**config.mk**
```make
export PLATFORM = sky130hd
export DESIGN_NAME = pft_cell
export DESIGN_NICKNAME = d
export VERILOG_FILES = /design/src/hw/rtl/pft_pkg.sv /design/src/hw/rtl/pft_cell.sv
export SDC_FILE = /design/constraint.sdc
export NUM_CORES = 1
export LEC_CHECK = 0
export BUFFER_PORTS_ARGS = -buffer_cell sky130_fd_sc_hd__buf_2
export CAP_MARGIN = 20
export CORE_ASPECT_RATIO = 1.1
export CORE_MARGIN = 8
export CORE_UTILIZATION = 30
export CTS_CLUSTER_DIAMETER = 150
export DETAILED_ROUTE_END_ITERATION = 8
export HOLD_SLACK_MARGIN = 0.06
export PLACE_DENSITY = 0.6
export SLEW_MARGIN = 5
export SYNTH_ARGS = -nofsm -noshare
export SYNTH_HDL_FRONTEND = slang
export SYNTH_SLANG_ARGS = --single-unit
export TNS_END_PERCENT = 30
```
**constraint.sdc**
```tcl
create_clock -name clk_i -period 2.3 [get_ports clk_i]
set_input_delay 0.46 -clock clk_i [delete_from_list [all_inputs] [get_ports clk_i]]
set_output_delay 0.46 -clock clk_i [all_outputs]
set_load 0.005 [all_outputs]
```
**src/hw/rtl/pft_pkg.sv**
```systemverilog
// Shared types and constants of the page frame table.
package pft_pkg;

  // Default sizes of the frame store
  localparam int unsigned NumFramesDef = 128;
  localparam int unsigned PidBitsDef   = 8;
  localparam int unsigned PageBitsDef  = 10;

  // Fixed field widths of the request and response channels
  localparam int unsigned ProcIdW  = 8;
  localparam int unsigned PageNumW = 10;
  localparam int unsigned NeedW    = 8;
  localparam int unsigned OpW      = 2;
  localparam int unsigned FrameIdxW = 7;

  typedef enum logic [OpW-1:0] {
    OP_LOOKUP = 2'd0,
    OP_ALLOC  = 2'd1,
    OP_FREE   = 2'd2,
    OP_CHECK  = 2'd3
  } pft_op_e;

  // Control part of the token that walks the cell chain
  typedef struct packed {
    logic    active;
    pft_op_e op;
    logic    hit;
  } pft_token_t;

endpackage

```
**src/hw/rtl/pft_cell.sv**
```systemverilog
// One frame of the table: holds its entry and passes the request token on.
module pft_cell #(
  parameter int unsigned PID_BITS  = pft_pkg::PidBitsDef,
  parameter int unsigned PAGE_BITS = pft_pkg::PageBitsDef,
  parameter int unsigned IDX_W     = 7,
  parameter int unsigned CNT_W     = 8,
  parameter int unsigned CELL_IDX  = 0
) (
  input  logic                 clk_i,
  input  logic                 rst_ni,
  input  logic                 en_i,
  input  logic [PID_BITS-1:0]  pid_i,
  input  logic [PAGE_BITS-1:0] page_i,
  input  pft_pkg::pft_token_t  tok_i,
  input  logic [IDX_W-1:0]     idx_i,
  input  logic [CNT_W-1:0]     cnt_i,
  output pft_pkg::pft_token_t  tok_o,
  output logic [IDX_W-1:0]     idx_o,
  output logic [CNT_W-1:0]     cnt_o
);

  logic                 valid_q, valid_d;
  logic [PID_BITS-1:0]  owner_q;
  logic [PAGE_BITS-1:0] page_q;
  logic                 write_en;
  pft_pkg::pft_token_t  tok_q, tok_d;
  logic [IDX_W-1:0]     idx_q, idx_d;
  logic [CNT_W-1:0]     cnt_q, cnt_d;

  always_comb begin
    valid_d  = valid_q;
    write_en = 1'b0;
    tok_d    = tok_i;
    idx_d    = idx_i;
    cnt_d    = cnt_i;
    if (tok_i.active) begin
      unique case (tok_i.op)
        pft_pkg::OP_LOOKUP: begin
          if (!tok_i.hit && valid_q && owner_q == pid_i && page_q == page_i) begin
            tok_d.hit = 1'b1;
            idx_d     = IDX_W'(CELL_IDX);
          end
        end
        pft_pkg::OP_ALLOC: begin
          // claim only the first free frame on the way
          if (!tok_i.hit && !valid_q) begin
            valid_d   = 1'b1;
            write_en  = 1'b1;
            tok_d.hit = 1'b1;
            idx_d     = IDX_W'(CELL_IDX);
          end
        end
        pft_pkg::OP_FREE: begin
          if (valid_q && owner_q == pid_i) begin
            valid_d   = 1'b0;
            tok_d.hit = 1'b1;
          end
        end
        pft_pkg::OP_CHECK: begin
          if (!valid_q) begin
            cnt_d = cnt_i + CNT_W'(1);
          end
        end
      endcase
    end
  end

  always_ff @(posedge clk_i or negedge rst_ni) begin
    if (!rst_ni) begin
      valid_q <= 1'b0;
      tok_q   <= '0;
    end else if (en_i) begin
      valid_q <= valid_d;
      tok_q   <= tok_d;
    end
  end

  always_ff @(posedge clk_i) begin
    if (en_i) begin
      idx_q     <= idx_d;
      cnt_q     <= cnt_d;
      if (write_en) begin
        owner_q <= pid_i;
        page_q  <= page_i;
      end
    end
  end

  assign tok_o = tok_q;
  assign idx_o = idx_q;
  assign cnt_o = cnt_q;

endmodule
```
Word level (Yosys, flattened, before mapping). Cells that the tools add are included.

Register bits: 38. Latch bits: 0. RAM bits: 0. ROM bits: 0. Bits of input ports: 40. Output and inout port bits: 19. Word-level logic and storage cells: 45. Memories: 0.

Add/sub/neg operators: 1. Multiply operators: 0. Div/mod/pow operators: 0. Order comparisons: 0. Equal/unequal tests: 7. Shift-type cells: 0. Multiplexer cells: 18. Bitwise gates (word level): 0. Reduce and logical (&&, ||, !) cells: 11.

Operators with widths (number): 8-bit 2-to-1 mux (3); 7-bit 2-to-1 mux (3); 7-bit one-hot mux with 2 select lines (1); 10-bit equality test (1); 1-bit 2-to-1 mux (9); 8-bit by 1-bit adder with 8-bit output (second input constant) (1); 8-bit equality test (1); 1-bit logical AND (5); 5-bit AND reduction (1); 2-bit equality test (second input constant) (2); 2-bit != test (second input constant) (2); 1-bit one-hot mux with 3 select lines (1); 2-bit by 1-bit equality test with 1-bit output (second input constant) (1); 1-bit zero test (2); 2-bit zero test (1); 1-bit one-hot mux with 2 select lines (1); 2-bit AND reduction (1); 2-bit nonzero test (1).

Longest topological paths before layout.
Depth in word-level cells: 7. Gate-level depth with buffers: 7. Mapped depth without buffers: 6.

Worst setup path before layout. Ideal clock, no wire load.

Path type: input-to-reg. From: input tok_i[2] in the netlist's numbering. To: register owner_q[0], enable pin. Library setup time: 376 ps. Arrival time: 1506 ps. Required time: 1924 ps. Setup slack: 418 ps. Stages: 4. Cell sequence: inv_1 ha_1 nor3b_1 and3_1.

Word-level cells in the longest chain between the ends: 4.

Ends and longest elaborated chain: from (decl) (RTL line pft_cell.sv:14) `input pft_pkg::pft_token_t tok_i,`; 2-bit by 1-bit equality test with 1-bit output (RTL line pft_cell.sv:37) `unique case (tok_i.op)`; 1-bit 2-to-1 mux (RTL line pft_cell.sv:37); 1-bit 2-to-1 mux (RTL line pft_cell.sv:36) `if (tok_i.active) begin`; 2-bit AND reduction (no line); to (signal assigned) (RTL line pft_cell.sv:83) `owner_q <= pid_i;`; to (decl) (RTL line pft_cell.sv:23) `logic [PID_BITS-1:0] owner_q;`.

Every way passes these cells. A chain may end at the register's enable or synchronous reset.

Worst setup path after layout.
From: register page_q[2]. To: register idx_q[5] (netlist: idx_o[5]) (data pin).

Word-level cells in the longest chain between the ends: 5.

Ends and longest elaborated chain: from (decl) (RTL line pft_cell.sv:24) `logic [PAGE_BITS-1:0] page_q;`; from (signal assigned) (RTL line pft_cell.sv:84) `page_q <= page_i;`; 10-bit equality test (RTL line pft_cell.sv:39) `if (!tok_i.hit && valid_q && owner_q == pid_i && page_q == page_i) begin`; 1-bit logical AND (RTL line pft_cell.sv:39); 7-bit 2-to-1 mux (RTL line pft_cell.sv:39); 7-bit one-hot mux with 2 select lines (RTL line pft_cell.sv:37); 7-bit 2-to-1 mux (RTL line pft_cell.sv:36); net idx_d[5] (RTL line pft_cell.sv:27) `logic [IDX_W-1:0] idx_q, idx_d;`; to (signal assigned) (RTL line pft_cell.sv:80) `idx_q <= idx_d;`; to (decl) (RTL line pft_cell.sv:27).

The timed path passes the listed nets, and every way through them passes these cells.

==> impl_metrics.py <==
metrics = {
    "timing": {
        "fin_skew_ns": 0.00453,
        "fmax_ghz": 0.555,
        "setup_tns_ns": 0,
        "layout_setup_ws_ns": 0.498,
        "hold_viol": 0,
        "grt_setup_unrepaired": "false",
        "slew_viol_final": 0,
        "fin_crit_ns": 1.80,
        "setup_viol_count_final": 0,
        "fin_crit_sh": 0.784,
        "maxSlewHeadroom": 0.669,
        "tightest_slew_ns": 0.493,
    },
    "placement": {
        "dp_slack_ns": 0.285,
        "dp_hpwl_um": 3010,
        "postPlaceCellArea_um2": 2190,
        "port-buffer-count": 58,
        "gp_congestion": 0.745,
    },
    "clocking": {
        "cts_tree": "yes",
        "cts_root_buffer": "clkbuf_8",
        "cts_max_level": 2,
        "cts.clk_slew.worst_paths_ns": 0.08,
        "cts_max_path_buffers": 2,
        "hold_buffers": 1,
        "cts_made_buffers": 5,
        "ctsResizeCount": 0,
        "cts_setup_buffers": 0,
        "clock-sinks": 38,
        "clock_latency_ns": 0.29,
    },
    "worst_hold_path": {
        "hold_depth": 1,
        "hold_path.class": "in -> reg",
    },
    "logic_synthesis": {
        "syn_nets": 182,
        "ys_ff_latch": 38,
        "synth.area.top_cells": "edfxtp_1 56%, xor2_1 7.4%, dfrtp_1 7.0%",
        "synthArstFlopShare": 0.132,
        "yosysTopAreaCellShare": 0.556,
        "synth_edf_count": 33,
        "yosys_most_used_dff": "edfxtp_1",
        "synth_top_area_cell": "edfxtp_1",
        "synth.most_common_cell": "edfxtp_1",
        "synth_commonest_cells": "33 x edfxtp_1, 20 x nand2_1, 15 x xor2_1",
        "synth_cell_type_count": 27,
        "yosysSeqAreaShare": 0.626,
        "syn_area_um2": 1780,
        "syn_area_per_cell_um2": 13.1,
        "ys_warn_count": 0,
        "synth_cells": 136,
    },
    "global_route": {
        "grt_pass1_wl_um": 6080,
        "antenna_found_initial": 0,
        "grt_max_degree": 19,
        "grt_pass1_vias": 1333,
        "grt_use_total": 0.0892,
        "grt_overflow_total": 0,
    },
    "power_and_ir_drop": {
        "fin_total_pwr_mw": 1.60,
        "clockPowerShare": 0.418,
        "internal-power_mw": 1.28,
        "power_frac_comb": 0.092,
        "power.switching_mw": 0.324,
        "ir_drop_v": 0.000384,
        "leakage_nw": 0.972,
        "switching_share": 0.202,
        "powerDensity_nw_per_um2": 686,
        "pwr-share-seq": 0.489,
    },
    "routing": {
        "drc": 0,
        "viasPerCell": 4.47,
        "ant_nets": 0,
        "drtIter0Drc": 38,
        "dr.pass1.iters": 4,
        "wire_per_inst_um": 13.5,
        "vias": 1257,
        "wirelength_um": 3810,
    },
    "floorplan": {
        "fp-row-count": 29,
        "die_area_um2": 8660,
        "initial_core_util": 0.309,
        "io_pins": 59,
        "die_w_um": 89.5,
        "die_height_um": 96.8,
        "coreArea_um2": 5770,
    },
    "worst_setup_path": {
        "required_ns": 2.33,
        "worstSetupStartpointType": "flop",
        "worst-r2r-cell-count": 5,
        "criticalPathCategory": "reg -> reg",
        "cp.arrival_ns": 1.83,
        "crit_fanout": 8,
        "end_kind": "flop",
    },
    "layout": {
        "antenna_cells": 0,
        "n_fill_cell": 544,
        "finalNetCount": 249,
        "syn2layout_area_growth_pct": 31.2,
        "layout-drive-gt1-share": 0.368,
        "design_area_um2": 2340,
    },
    "job": {
        "maxCapViolCount": 0,
    },
    "run_status": {
        "run_status": "completed",
    },
}
-- critical path: stages (launching register included) --
cell      delay [ns]
edfxtp_1        0.39
xor2_1          0.15
nor4_1          0.33
nand4_1         0.19
nor3_4          0.33
o21ai_0         0.14
-- stage by stage --
step / hold slack (ns) / utilization / cells
after floorplan: 0.164 / - / 136
after global placement: 0.285 / 0.380 / 272
after detailed placement: 0.285 / 0.380 / 272
after CTS: 0.359 / 0.405 / 281
after global routing: 0.358 / 0.405 / 281
final: 0.369 / 0.405 / 281
-- power groups by stage --
stage	combinational, mW	sequential [mW]	clock (mW)
2_1_floorplan	0.0535	0.804	0
6_report	0.148	0.784	0.671
5_1_grt	0.169	0.787	0.714
4_1_cts	0.151	0.784	0.688
3_5_place_dp	0.149	0.800	0
3_3_place_gp	0.148	0.799	0
-- layout by cell type, fill, tap and decap left out, types with 3 or more instances in the layout --
cell type  instances
mux2_2             4
nand2_1           20
buf_2             58
ha_1               6
inv_1              5
xnor2_1           10
edfxtp_1          33
clkbuf_8           5
o21ai_0           10
nor2_1             3
dfrtp_1            5
nand4_1            5
xor2_1            15
-- registers in the layout, summed over array words and instances (netlist names) --
| name | flops |
|---|---|
| owner_q | 8 |
| page_q | 10 |
| cnt_o | 8 |
| valid_q | 1 |
| tok_o | 4 |
| idx_o | 7 |
-- worst paths after layout --
| kind | startpoint | endpoint | slack (ns) |
|---|---|---|---|
| setup / recovery | page_q[2] | idx_o[5] | 0.50 |
| hold / removal | pid_i[6] | owner_q[6] | 0.37 |
| setup reg to reg | page_q[2] | idx_o[5] | 0.50 |
| hold reg to reg | tok_o[1] | tok_o[1] | 0.52 |
| max in group asynchronous | rst_ni | tok_o[3] | 1.65 |
| min in group asynchronous | rst_ni | tok_o[1] | 0.51 |
-- layout make-up --
class                           count  area (um^2)  share of cell area
Clock buffer                        5         68.8              0.0294
Clock inverter                      3         63.8              0.0273
Inverter                            5         18.8             0.00803
Multi-Input combinational cell     91          638               0.273
Sequential cell                    38         1120               0.478
Tap cell                           77         96.3              0.0412
Timing Repair Buffer               62          335               0.143
-- per-layer routing --
layer	GRT usage	wire [um]	up-vias
met1	0.109	1730	575
met5	0	0	-
li1	-	-	619
met2	0.131	1540	59
met3	0.0457	493	4
met4	0.0295	42	0
-- logic make-up (layout without fill, tap and decap cells) --
| group | Yosys count | in the layout | share of synthesized area |
|---|---|---|---|
| simple gates | 42 | 42 | 0.124 |
| flops | 38 | 38 | 0.626 |
| xor+xnor | 25 | 25 | 0.123 |
| compound gates | 14 | 14 | 0.0442 |
| buf+inv | 7 | 75 | 0.0154 |
| fa+ha+maj | 6 | 6 | 0.0421 |
| mux | 4 | 4 | 0.0253 |
Note: power is estimated with default switching activity, not from simulation.
